## src/design/tsc_pkg.sv

```systemverilog
// Shared types, constants and helpers for the three-point slope trend classifier.
// No dependencies; every other file but tsc_if and tsc_tb_pkg imports this package.
`timescale 1ns / 1ps
`default_nettype none

package tsc_pkg;

  // Trend codes as seen on the result channel
  typedef enum logic [2:0] {
    TREND_STABLE          = 3'd0,
    TREND_RISING          = 3'd1,
    TREND_RISING_QUICKLY  = 3'd2,
    TREND_FALLING         = 3'd3,
    TREND_FALLING_QUICKLY = 3'd4,
    TREND_UNKNOWN         = 3'd5
  } tsc_trend_e;

  // Configuration register indexes, also the order in which thresholds are tried
  typedef enum logic [1:0] {
    REG_RISE_FAST = 2'd0,
    REG_RISE      = 2'd1,
    REG_FALL_FAST = 2'd2,
    REG_FALL      = 2'd3
  } tsc_reg_e;

  typedef enum logic [3:0] {
    ST_IDLE,
    ST_PREP,
    ST_NUM0,
    ST_NUM1,
    ST_NUM2,
    ST_DEN0,
    ST_DEN1,
    ST_DEN2,
    ST_CHK,
    ST_CMP_LO,
    ST_CMP_HI,
    ST_DECIDE,
    ST_DONE
  } tsc_state_e;

  localparam logic [11:0]        EMPTY_VALUE    = 12'd550;
  localparam logic signed [32:0] OFFSET_MAX     = 33'sd1048576;
  localparam logic signed [32:0] OFFSET_MIN     = -33'sd1048576;

  localparam logic [15:0]        RISE_FAST_RST  = 16'd1280;
  localparam logic [15:0]        RISE_RST       = 16'd512;
  localparam logic signed [16:0] FALL_FAST_RST  = -17'sd1280;
  localparam logic signed [16:0] FALL_RST       = -17'sd512;

  // Q8 thresholds in value units per second
  typedef struct packed {
    logic [15:0]        rise_fast;
    logic [15:0]        rise;
    logic signed [16:0] fall_fast;
    logic signed [16:0] fall;
  } tsc_thr_t;

  // One command to the shared multiply-accumulate unit
  typedef struct packed {
    logic               en;
    logic               use_base;
    logic               sub;
    logic               shift_hi;
    logic signed [63:0] base;
    logic signed [23:0] a;
    logic signed [23:0] b;
  } tsc_mac_op_t;

  // Signed time difference, saturated to +/- 2^20 s
  function automatic logic signed [21:0] time_offset(input logic [31:0] t,
                                                     input logic [31:0] base);
    logic signed [32:0] d;
    logic signed [21:0] r;
    d = signed'({1'b0, t}) - signed'({1'b0, base});
    if (d > OFFSET_MAX) begin
      r = signed'(OFFSET_MAX[21:0]);
    end else if (d < OFFSET_MIN) begin
      r = signed'(OFFSET_MIN[21:0]);
    end else begin
      r = signed'(d[21:0]);
    end
    return r;
  endfunction

endpackage

`default_nettype wire

```

## src/design/tsc_if.sv

```systemverilog
// Valid/ready channel interfaces of the classifier: reading input, result output
// and configuration write port. No package dependencies.
`timescale 1ns / 1ps
`default_nettype none

interface tsc_in_if;
  logic        valid;
  logic        ready;
  logic        mode;
  logic [31:0] reading_time;
  logic [11:0] reading_value;

  modport source (output valid, mode, reading_time, reading_value, input ready);
  modport sink   (input valid, mode, reading_time, reading_value, output ready);
endinterface

interface tsc_out_if;
  logic        valid;
  logic        ready;
  logic [2:0]  trend_code;
  logic [11:0] latest_value;

  modport source (output valid, trend_code, latest_value, input ready);
  modport sink   (input valid, trend_code, latest_value, output ready);
endinterface

interface tsc_cfg_if;
  logic        valid;
  logic        ready;
  logic [1:0]  index;
  logic [16:0] data;

  modport source (output valid, index, data, input ready);
  modport sink   (input valid, index, data, output ready);
endinterface

`default_nettype wire

```

## src/design/tsc_cfg_regs.sv

```systemverilog
// Threshold configuration registers of the classifier.
// Depends on tsc_pkg and tsc_cfg_if.
`timescale 1ns / 1ps
`default_nettype none

module tsc_cfg_regs
  import tsc_pkg::*;
(
  input  wire logic  clk_i,
  input  wire logic  rst_ni,
  tsc_cfg_if.sink    cfg_i,
  output tsc_thr_t   thr_o
);

  tsc_thr_t thr_q;

  assign cfg_i.ready = 1'b1;
  assign thr_o       = thr_q;

  always_ff @(posedge clk_i or negedge rst_ni) begin
    if (!rst_ni) begin
      thr_q.rise_fast <= RISE_FAST_RST;
      thr_q.rise      <= RISE_RST;
      thr_q.fall_fast <= FALL_FAST_RST;
      thr_q.fall      <= FALL_RST;
    end else if (cfg_i.valid && cfg_i.ready) begin
      unique case (tsc_reg_e'(cfg_i.index))
        REG_RISE_FAST: thr_q.rise_fast <= cfg_i.data[15:0];
        REG_RISE:      thr_q.rise      <= cfg_i.data[15:0];
        REG_FALL_FAST: thr_q.fall_fast <= signed'(cfg_i.data);
        REG_FALL:      thr_q.fall      <= signed'(cfg_i.data);
      endcase
    end
  end

endmodule

`default_nettype wire

```

## src/design/tsc_mac.sv

```systemverilog
// Shared 24x24 signed multiply-accumulate unit with a 64-bit accumulator.
// Depends on tsc_pkg for the command struct.
`timescale 1ns / 1ps
`default_nettype none

module tsc_mac
  import tsc_pkg::*;
(
  input  wire logic         clk_i,
  input  wire tsc_mac_op_t  op_i,
  output logic signed [63:0] acc_o
);

  logic signed [47:0] prod;
  logic signed [63:0] addend;
  logic signed [63:0] start;
  logic signed [63:0] acc_d;
  logic signed [63:0] acc_q;

  always_comb begin
    prod   = op_i.a * op_i.b;
    addend = {{16{prod[47]}}, prod};
    // upper half of a split operand lands 22 bits up
    if (op_i.shift_hi) begin
      addend = addend <<< 22;
    end
    start = op_i.use_base ? op_i.base : acc_q;
    acc_d = op_i.sub ? (start - addend) : (start + addend);
    if (!op_i.en) begin
      acc_d = acc_q;
    end
  end

  always_ff @(posedge clk_i) begin
    acc_q <= acc_d;
  end

  assign acc_o = acc_q;

endmodule

`default_nettype wire

```

## src/design/tsc_seq.sv

```systemverilog
// Sequencer of the classifier: reading history, handshakes, result register and
// the micro-sequence that drives the shared MAC. Depends on tsc_pkg and tsc_if.
`timescale 1ns / 1ps
`default_nettype none

module tsc_seq
  import tsc_pkg::*;
(
  input  wire logic          clk_i,
  input  wire logic          rst_ni,
  tsc_in_if.sink             in_i,
  tsc_out_if.source          out_o,
  input  wire tsc_thr_t      thr_i,
  input  wire logic signed [63:0] acc_i,
  output tsc_mac_op_t        op_o
);

  tsc_state_e         state_q, state_d;
  logic [31:0]        times_q [3];
  logic [31:0]        times_d [3];
  logic [11:0]        values_q [3];
  logic [11:0]        values_d [3];
  logic [1:0]         count_q, count_d;
  tsc_trend_e         trend_q, trend_d;
  logic signed [21:0] x1_q, x1_d, x2_q, x2_d;
  logic signed [22:0] sx_q, sx_d;
  logic [13:0]        sy_q, sy_d;
  logic signed [36:0] num_q, num_d;
  logic [43:0]        den_q, den_d;
  tsc_reg_e           idx_q, idx_d;
  logic               out_valid_q, out_valid_d;
  tsc_trend_e         out_trend_q, out_trend_d;
  logic [11:0]        out_latest_q, out_latest_d;

  logic [13:0]        y1x3, y2x3;
  logic signed [23:0] thr_ext;
  tsc_trend_e         hit_code;
  logic               hit;

  assign in_i.ready         = (state_q == ST_IDLE);
  assign out_o.valid        = out_valid_q;
  assign out_o.trend_code   = out_trend_q;
  assign out_o.latest_value = out_latest_q;

  // threshold under test and the trend it stands for
  always_comb begin
    unique case (idx_q)
      REG_RISE_FAST: begin
        thr_ext  = signed'({8'b0, thr_i.rise_fast});
        hit_code = TREND_RISING_QUICKLY;
      end
      REG_RISE: begin
        thr_ext  = signed'({8'b0, thr_i.rise});
        hit_code = TREND_RISING;
      end
      REG_FALL_FAST: begin
        thr_ext  = {{7{thr_i.fall_fast[16]}}, thr_i.fall_fast};
        hit_code = TREND_FALLING_QUICKLY;
      end
      REG_FALL: begin
        thr_ext  = {{7{thr_i.fall[16]}}, thr_i.fall};
        hit_code = TREND_FALLING;
      end
    endcase
  end

  // acc holds 256*num - thr*den; rising tests want it positive, falling negative
  assign hit = (idx_q == REG_RISE_FAST || idx_q == REG_RISE) ?
               (!acc_i[63] && (acc_i != 64'sd0)) : acc_i[63];

  assign y1x3 = {1'b0, values_q[1], 1'b0} + {2'b0, values_q[1]};
  assign y2x3 = {1'b0, values_q[2], 1'b0} + {2'b0, values_q[2]};

  always_comb begin
    state_d      = state_q;
    times_d      = times_q;
    values_d     = values_q;
    count_d      = count_q;
    trend_d      = trend_q;
    x1_d         = x1_q;
    x2_d         = x2_q;
    sx_d         = sx_q;
    sy_d         = sy_q;
    num_d        = num_q;
    den_d        = den_q;
    idx_d        = idx_q;
    out_trend_d  = out_trend_q;
    out_latest_d = out_latest_q;
    out_valid_d  = out_valid_q && !out_o.ready;

    op_o          = '0;
    op_o.use_base = 1'b1;
    op_o.base     = '0;

    unique case (state_q)
      ST_IDLE: begin
        if (in_i.valid) begin
          if (in_i.mode) begin
            count_d = 2'd0;
            trend_d = TREND_UNKNOWN;
            state_d = ST_DONE;
          end else begin
            times_d[0]  = times_q[1];
            times_d[1]  = times_q[2];
            times_d[2]  = in_i.reading_time;
            values_d[0] = values_q[1];
            values_d[1] = values_q[2];
            values_d[2] = in_i.reading_value;
            if (count_q >= 2'd2) begin
              count_d = 2'd3;
              state_d = ST_PREP;
            end else begin
              count_d = count_q + 2'd1;
              trend_d = TREND_STABLE;
              state_d = ST_DONE;
            end
          end
        end
      end
      ST_PREP: begin
        // offsets from the oldest reading; its own offset is zero
        x1_d    = time_offset(times_q[1], times_q[0]);
        x2_d    = time_offset(times_q[2], times_q[0]);
        sx_d    = {x1_d[21], x1_d} + {x2_d[21], x2_d};
        sy_d    = {2'b0, values_q[0]} + {2'b0, values_q[1]} + {2'b0, values_q[2]};
        state_d = ST_NUM0;
      end
      // num = x1*3y1 + x2*3y2 - sx*sy
      ST_NUM0: begin
        op_o.en = 1'b1;
        op_o.a  = {{2{x1_q[21]}}, x1_q};
        op_o.b  = signed'({10'b0, y1x3});
        state_d = ST_NUM1;
      end
      ST_NUM1: begin
        op_o.en       = 1'b1;
        op_o.use_base = 1'b0;
        op_o.a        = {{2{x2_q[21]}}, x2_q};
        op_o.b        = signed'({10'b0, y2x3});
        state_d       = ST_NUM2;
      end
      ST_NUM2: begin
        op_o.en       = 1'b1;
        op_o.use_base = 1'b0;
        op_o.sub      = 1'b1;
        op_o.a        = {sx_q[22], sx_q};
        op_o.b        = signed'({10'b0, sy_q});
        state_d       = ST_DEN0;
      end
      // den = 2*(x1*x1 - x1*x2 + x2*x2)
      ST_DEN0: begin
        num_d   = acc_i[36:0];
        op_o.en = 1'b1;
        op_o.a  = {{2{x1_q[21]}}, x1_q};
        op_o.b  = {x1_q[21], x1_q, 1'b0};
        state_d = ST_DEN1;
      end
      ST_DEN1: begin
        op_o.en       = 1'b1;
        op_o.use_base = 1'b0;
        op_o.sub      = 1'b1;
        op_o.a        = {{2{x1_q[21]}}, x1_q};
        op_o.b        = {x2_q[21], x2_q, 1'b0};
        state_d       = ST_DEN2;
      end
      ST_DEN2: begin
        op_o.en       = 1'b1;
        op_o.use_base = 1'b0;
        op_o.a        = {{2{x2_q[21]}}, x2_q};
        op_o.b        = {x2_q[21], x2_q, 1'b0};
        state_d       = ST_CHK;
      end
      ST_CHK: begin
        den_d = acc_i[43:0];
        idx_d = REG_RISE_FAST;
        // equal timestamps leave no slope
        if (acc_i == 64'sd0) begin
          trend_d = TREND_STABLE;
          state_d = ST_DONE;
        end else begin
          state_d = ST_CMP_LO;
        end
      end
      ST_CMP_LO: begin
        op_o.en   = 1'b1;
        op_o.sub  = 1'b1;
        op_o.base = {{19{num_q[36]}}, num_q, 8'b0};
        op_o.a    = thr_ext;
        op_o.b    = signed'({2'b0, den_q[21:0]});
        state_d   = ST_CMP_HI;
      end
      ST_CMP_HI: begin
        op_o.en       = 1'b1;
        op_o.use_base = 1'b0;
        op_o.sub      = 1'b1;
        op_o.shift_hi = 1'b1;
        op_o.a        = thr_ext;
        op_o.b        = signed'({2'b0, den_q[43:22]});
        state_d       = ST_DECIDE;
      end
      ST_DECIDE: begin
        if (hit) begin
          trend_d = hit_code;
          state_d = ST_DONE;
        end else begin
          unique case (idx_q)
            REG_RISE_FAST: begin
              idx_d   = REG_RISE;
              state_d = ST_CMP_LO;
            end
            REG_RISE: begin
              idx_d   = REG_FALL_FAST;
              state_d = ST_CMP_LO;
            end
            REG_FALL_FAST: begin
              idx_d   = REG_FALL;
              state_d = ST_CMP_LO;
            end
            REG_FALL: begin
              trend_d = TREND_STABLE;
              state_d = ST_DONE;
            end
          endcase
        end
      end
      ST_DONE: begin
        // hold until the result register is free
        if (!out_valid_q || out_o.ready) begin
          out_valid_d  = 1'b1;
          out_trend_d  = trend_q;
          out_latest_d = (count_q == 2'd0) ? EMPTY_VALUE : values_q[2];
          state_d      = ST_IDLE;
        end
      end
      default: state_d = ST_IDLE;
    endcase
  end

  always_ff @(posedge clk_i or negedge rst_ni) begin
    if (!rst_ni) begin
      state_q     <= ST_IDLE;
      count_q     <= 2'd0;
      trend_q     <= TREND_STABLE;
      out_valid_q <= 1'b0;
      idx_q       <= REG_RISE_FAST;
      for (int i = 0; i < 3; i++) begin
        times_q[i]  <= '0;
        values_q[i] <= '0;
      end
    end else begin
      state_q     <= state_d;
      count_q     <= count_d;
      trend_q     <= trend_d;
      out_valid_q <= out_valid_d;
      idx_q       <= idx_d;
      times_q     <= times_d;
      values_q    <= values_d;
    end
  end

  always_ff @(posedge clk_i) begin
    x1_q         <= x1_d;
    x2_q         <= x2_d;
    sx_q         <= sx_d;
    sy_q         <= sy_d;
    num_q        <= num_d;
    den_q        <= den_d;
    out_trend_q  <= out_trend_d;
    out_latest_q <= out_latest_d;
  end

endmodule

`default_nettype wire

```

## src/design/three_point_slope_trend_classifier_top.sv

```systemverilog
// Top level of the three-point slope trend classifier.
// Depends on tsc_pkg, tsc_if, tsc_cfg_regs, tsc_mac and tsc_seq.
`timescale 1ns / 1ps
`default_nettype none

// Takes one word at a time on in_i and returns exactly one result word on out_o
// for each. A clear word, or a reading while fewer than three are held, goes
// straight to the done state, which loads the result register. A full fit runs
// a prep step, six passes through the single 24x24 multiply-accumulate unit to
// build the numerator and denominator of the slope, a check of the
// denominator (all three timestamps equal end the fit there), then each
// threshold tried (one to four, in the order rise fast, rise, fall fast, fall)
// takes a decide step after two passes on the same multiplier, because the
// denominator is split into 22-bit halves, and last the done state loads
// the result register. in_i is not ready while a word is in work and comes back
// in the cycle the result turns valid. A finished result waits in the output
// register while the next word is accepted and worked; that word holds at its
// end until the register is free. Thresholds are written on cfg_i, which is
// always ready, while the block is idle; the user must keep to this, as the
// block itself does not enforce it.

module three_point_slope_trend_classifier_top
  import tsc_pkg::*;
(
  input  wire logic  clk_i,
  input  wire logic  rst_ni,
  tsc_in_if.sink     in_i,
  tsc_out_if.source  out_o,
  tsc_cfg_if.sink    cfg_i
);

  tsc_thr_t           thr;
  tsc_mac_op_t        mac_op;
  logic signed [63:0] mac_acc;

  tsc_cfg_regs u_cfg_regs (
    .clk_i  (clk_i),
    .rst_ni (rst_ni),
    .cfg_i  (cfg_i),
    .thr_o  (thr)
  );

  tsc_mac u_mac (
    .clk_i (clk_i),
    .op_i  (mac_op),
    .acc_o (mac_acc)
  );

  tsc_seq u_seq (
    .clk_i  (clk_i),
    .rst_ni (rst_ni),
    .in_i   (in_i),
    .out_o  (out_o),
    .thr_i  (thr),
    .acc_i  (mac_acc),
    .op_o   (mac_op)
  );

endmodule

`default_nettype wire

```

## src/flat_wrapper.sv

```systemverilog
// flat-port wrapper written by rule: the top's interface ports become plain ports
module three_point_slope_trend_classifier_top_flat import tsc_pkg::*;
  (clk_i, rst_ni, in_i_valid, in_i_mode, in_i_reading_time, in_i_reading_value, in_i_ready, out_o_valid, out_o_trend_code, out_o_latest_value, out_o_ready, cfg_i_valid, cfg_i_index, cfg_i_data, cfg_i_ready);
  tsc_in_if in_i_i ();
  tsc_out_if out_o_i ();
  tsc_cfg_if cfg_i_i ();
  input  wire logic clk_i;
  input  wire logic rst_ni;
  input wire logic [$bits(in_i_i.valid)-1:0] in_i_valid;
  input wire logic [$bits(in_i_i.mode)-1:0] in_i_mode;
  input wire logic [$bits(in_i_i.reading_time)-1:0] in_i_reading_time;
  input wire logic [$bits(in_i_i.reading_value)-1:0] in_i_reading_value;
  output wire logic [$bits(in_i_i.ready)-1:0] in_i_ready;
  output wire logic [$bits(out_o_i.valid)-1:0] out_o_valid;
  output wire logic [$bits(out_o_i.trend_code)-1:0] out_o_trend_code;
  output wire logic [$bits(out_o_i.latest_value)-1:0] out_o_latest_value;
  input wire logic [$bits(out_o_i.ready)-1:0] out_o_ready;
  input wire logic [$bits(cfg_i_i.valid)-1:0] cfg_i_valid;
  input wire logic [$bits(cfg_i_i.index)-1:0] cfg_i_index;
  input wire logic [$bits(cfg_i_i.data)-1:0] cfg_i_data;
  output wire logic [$bits(cfg_i_i.ready)-1:0] cfg_i_ready;
  assign in_i_i.valid = in_i_valid;
  assign in_i_i.mode = in_i_mode;
  assign in_i_i.reading_time = in_i_reading_time;
  assign in_i_i.reading_value = in_i_reading_value;
  assign in_i_ready = in_i_i.ready;
  assign out_o_valid = out_o_i.valid;
  assign out_o_trend_code = out_o_i.trend_code;
  assign out_o_latest_value = out_o_i.latest_value;
  assign out_o_i.ready = out_o_ready;
  assign cfg_i_i.valid = cfg_i_valid;
  assign cfg_i_i.index = cfg_i_index;
  assign cfg_i_i.data = cfg_i_data;
  assign cfg_i_ready = cfg_i_i.ready;
  three_point_slope_trend_classifier_top u_core (.clk_i(clk_i), .rst_ni(rst_ni), .in_i(in_i_i), .out_o(out_o_i), .cfg_i(cfg_i_i));
endmodule
```

## config.mk

```make
export PLATFORM = sky130hd
export DESIGN_NAME = three_point_slope_trend_classifier_top_flat
export DESIGN_NICKNAME = d
export VERILOG_FILES = /design/src/design/tsc_pkg.sv /design/src/design/tsc_if.sv /design/src/design/tsc_cfg_regs.sv /design/src/design/tsc_mac.sv /design/src/design/tsc_seq.sv /design/src/design/three_point_slope_trend_classifier_top.sv /design/src/flat_wrapper.sv
export SDC_FILE = /design/constraint.sdc
export NUM_CORES = 2
export LEC_CHECK = 0
export BUFFER_PORTS_ARGS = -buffer_cell sky130_fd_sc_hd__buf_2
export CORE_MARGIN = 2
export CORE_UTILIZATION = 45
export DETAILED_ROUTE_END_ITERATION = 7
export HOLD_SLACK_MARGIN = 0.05
export PLACE_DENSITY = 0.67
export SYNTH_ARGS = -nofsm -noshare
export SYNTH_HDL_FRONTEND = slang
export SYNTH_SLANG_ARGS = --single-unit
```

## constraint.sdc

```tcl
create_clock -name clk_i -period 22.5 [get_ports clk_i]
set_input_delay 3.375 -clock clk_i [delete_from_list [all_inputs] [get_ports clk_i]]
set_output_delay 3.375 -clock clk_i [all_outputs]
set_load 0.01 [all_outputs]
```

==> results.md <==
* Status: completed
* CP Data Required Time at 22.83 ns
* CTS Buffer Depth at 3
* Clock skew at 0.0819 ns
* CTS tree: built
* Hold Crit Class: reg2reg
* Top_reg_cell synth: edfxtp_1
* Worst setup EP type: register
* Slowest-stage cell, CP: nand3_1
* Most frequent CP cell: fa_1
* Post-cts gate resize count at 0
* DR vias at 38.8k
* Hold Fails Final Rpt at 0
* Synth Net Count at 6214
* Initial core utilization at 45.3%
* Syn Area/Cell at 9.60 µm²
* Yosys reg bits at 451
* Slew Limit Fails at 0
* Clk sinks at 451
* Largest net degree at the start of global routing at 104
* Die H at 338 µm
* Die footprint at 114000 µm²
* First-pass GRT wire length at 234000 µm
* Seq/Total Area, Yosys at 25.0%
* Gate Count Post-Synth at 5218
* CP Class: reg2reg
* Rows at 122
* Hold Buf Count CTS at 0
* Routed WL at 150000 µm
* Die width at 338 µm
* Worst skew pair latency at 0.67 ns
* Max cap viols at 0
* Root Driver: clkbuf_16
* Initial antenna violation count at 3
* Setup TNS at 0 ns
* Synth cell types at 105
* Commonest cells after routing, fill and taps aside: inv_1 (817), fa_1 (602), nand2_1 (581)
* Num CTS Buffers at 51
* Final Setup Violations at 0
* Detailed placement HPWL at 119000 µm
* Crit share post-route at 65.2%
* EDFF count, synth at 241
* Final min period at 14.68 ns
* H-tree depth at 2
* Vias in the first global route at 39.5k
* Slew margin rel. at 14.6%
* Worst-margin pin slew at 1.28 ns
* DR iter-0 viols at 3623
* Post-synthesis cell area at 50100 µm²
* Setup Buffers After CTS at 0
* Syn-to-layout area delta at 7.67%
* Gpl congestion at 0.979
* Fraction of registers with async set/reset at 46.6%
* Crit path launch type: register
* Routed len/inst at 22.3 µm
* GR Overflow Total at 0
* RSZ-0062 raised after global routing: false
* Layout cells sized above 1 at 10.1%
* I/O Buffers at 85
* Via density at 5.74
* Core Area at 111000 µm²
* Pre-antenna DRT Iters at 8
* Most common cell after layout, fill and taps aside: inv_1
* Peak fanout along the critical path at 15
* CTS clk-pin slew, worst paths at 0.06 ns
* Max frequency at 0.0681 GHz
* Post-route DRC at 0
* Ys Warns at 0
* Io pins at 87
* Final ANT Viol Nets at 0
* GRT Total Usage at 26.9%
* Worst endpoint data arrival time at 15.01 ns
* Layout Nets at 6219
* Worst path max stage delay at 0.66 ns
-- final timing paths --
check | start | endpoint | cells after the start | slack (ns)
setup / recovery | u_core.u_seq.values_q[13] | u_core.u_mac.acc_o[63] | 52 | 7.82
hold / removal | u_core.u_seq.trend_q[0] | u_core.u_seq.out_o.trend_code[0] | 0 | 0.46
setup reg to reg | u_core.u_seq.values_q[13] | u_core.u_mac.acc_o[63] | 52 | 7.82
hold reg to reg | u_core.u_seq.trend_q[0] | u_core.u_seq.out_o.trend_code[0] | 0 | 0.46
max in group asynchronous | rst_ni | u_core.u_seq.count_q[1] | 3 | 17.77
min in group asynchronous | rst_ni | u_core.u_seq.times_q[10] | 1 | 2.79
-- through the flow --
| step | hold WS, ns | std cells | worst slack (ns) | utilization, % | area, µm² |
|---|---|---|---|---|---|
| after floorplan | 0.425 | 5218 | 9.78 | - | 50100 |
| after global placement | 0.438 | 6658 | 8.38 | 47.3 | 52300 |
| after detailed placement | 0.440 | 6658 | 8.13 | 47.3 | 52300 |
| after CTS | 0.457 | 6753 | 7.93 | 48.8 | 53900 |
| after global routing | 0.478 | 6753 | 7.11 | 48.8 | 53900 |
| final | 0.456 | 6755 | 7.82 | 48.8 | 53900 |
-- Yosys cell counts, types with 9 or more instances --
cell type  number  share of area (%)
a211oi_1       17               0.25
a21boi_0       11               0.16
a21o_1        137                2.1
a21oi_1       282                2.8
a221o_1        18               0.36
a221oi_1       20               0.35
a222oi_1       28               0.56
a22o_1         55               0.96
a22oi_1        39               0.58
a31oi_1        39               0.49
and2_1         53               0.66
and3_1         29               0.36
and4_1          9               0.16
buf_1          20               0.15
clkbuf_1      178                1.3
dfrtp_1       191                9.5
dfstp_2        19                1.0
edfxtp_1      241                 14
fa_1          602                 24
ha_1          325                8.1
inv_1         817                6.1
mux2_2        195                4.4
mux2i_1        10               0.20
nand2_1       582                4.4
nand2b_1       48               0.60
nand3_1        49               0.49
nand3b_1       10               0.15
nand4_1        26               0.32
nor2_1        324                2.4
nor2b_1        75               0.94
nor3_1         39               0.39
nor4_1         28               0.35
o211ai_1        9               0.13
o21a_1         39               0.58
o21ai_0       148                1.5
o21ai_1        14               0.14
o21bai_1       33               0.49
o31ai_1        17               0.25
or2_2          22               0.27
or3_1          12               0.15
xnor2_1       165                2.9
xor2_1         90                1.6
-- layer usage --
metal	wire [µm]	track usage, %	vias up	share of wire [%]
met2	69100	43.5	1650	46
met4	7440	11.3	0	4.9
met5	0	0	-	0
met1	61200	35.5	19300	41
li1	-	-	17400	-
met3	12800	4.71	397	8.5
-- worst max-delay path, delay by kind of cell (launching register included) --
family,cells,cell delay (ns)
AOI/OAI and AO/OA,19,4.37
xor gates and xnor gates,4,0.79
adders and majority gates,11,4.88
buffers and inverters,4,0.40
DFF,1,0.46
and+or+nand+nor,14,3.42
-- kinds of logic (layout without fill, tap and decap cells) --
group	after synthesis	count (layout)	share of synthesized area, %
adder cells (fa/ha/maj)	929	929	32.2
AND/OR/NAND/NOR	1338	1338	12.2
AO/OA/AOI/OAI	1012	1012	13.7
other	1	3	0.00749
XOR/XNOR	257	257	4.52
buffers and inverters	1025	1072	7.73
multiplexers	205	205	4.58
flip-flops	451	451	25.0
-- registers in the layout, summed over array words and instances (netlist names), 4 cells and up --
register / flops
u_core.u_seq.den_q: 44
u_core.u_seq.sy_q: 14
u_core.u_seq.times_q: 96
u_core.u_mac.acc_o: 64
u_core.u_seq.sx_q: 23
u_core.u_seq.out_o.latest_value: 12
u_core.u_seq.x2_q: 22
u_core.u_cfg_regs.thr_o: 66
u_core.u_seq.values_q: 36
u_core.u_seq.x1_q: 22
u_core.u_seq.state_q: 4
u_core.u_seq.num_q: 37
-- final cells by class --
| type | instances | area, µm² |
|---|---|---|
| multi-input cells | 3742 | 33800 |
| well taps | 1488 | 1860 |
| inverters | 817 | 3070 |
| clock inverters | 22 | 239 |
| flip-flops and latches | 451 | 12500 |
| fillers | 10400 | 56600 |
| repair buffers | 160 | 998 |
| diodes | 2 | 5.00 |
| clock buffers | 73 | 1420 |
Power is left out: the tool's default activity adds up to more than one toggle a clock period on the data nets, which glitch-free logic cannot reach.
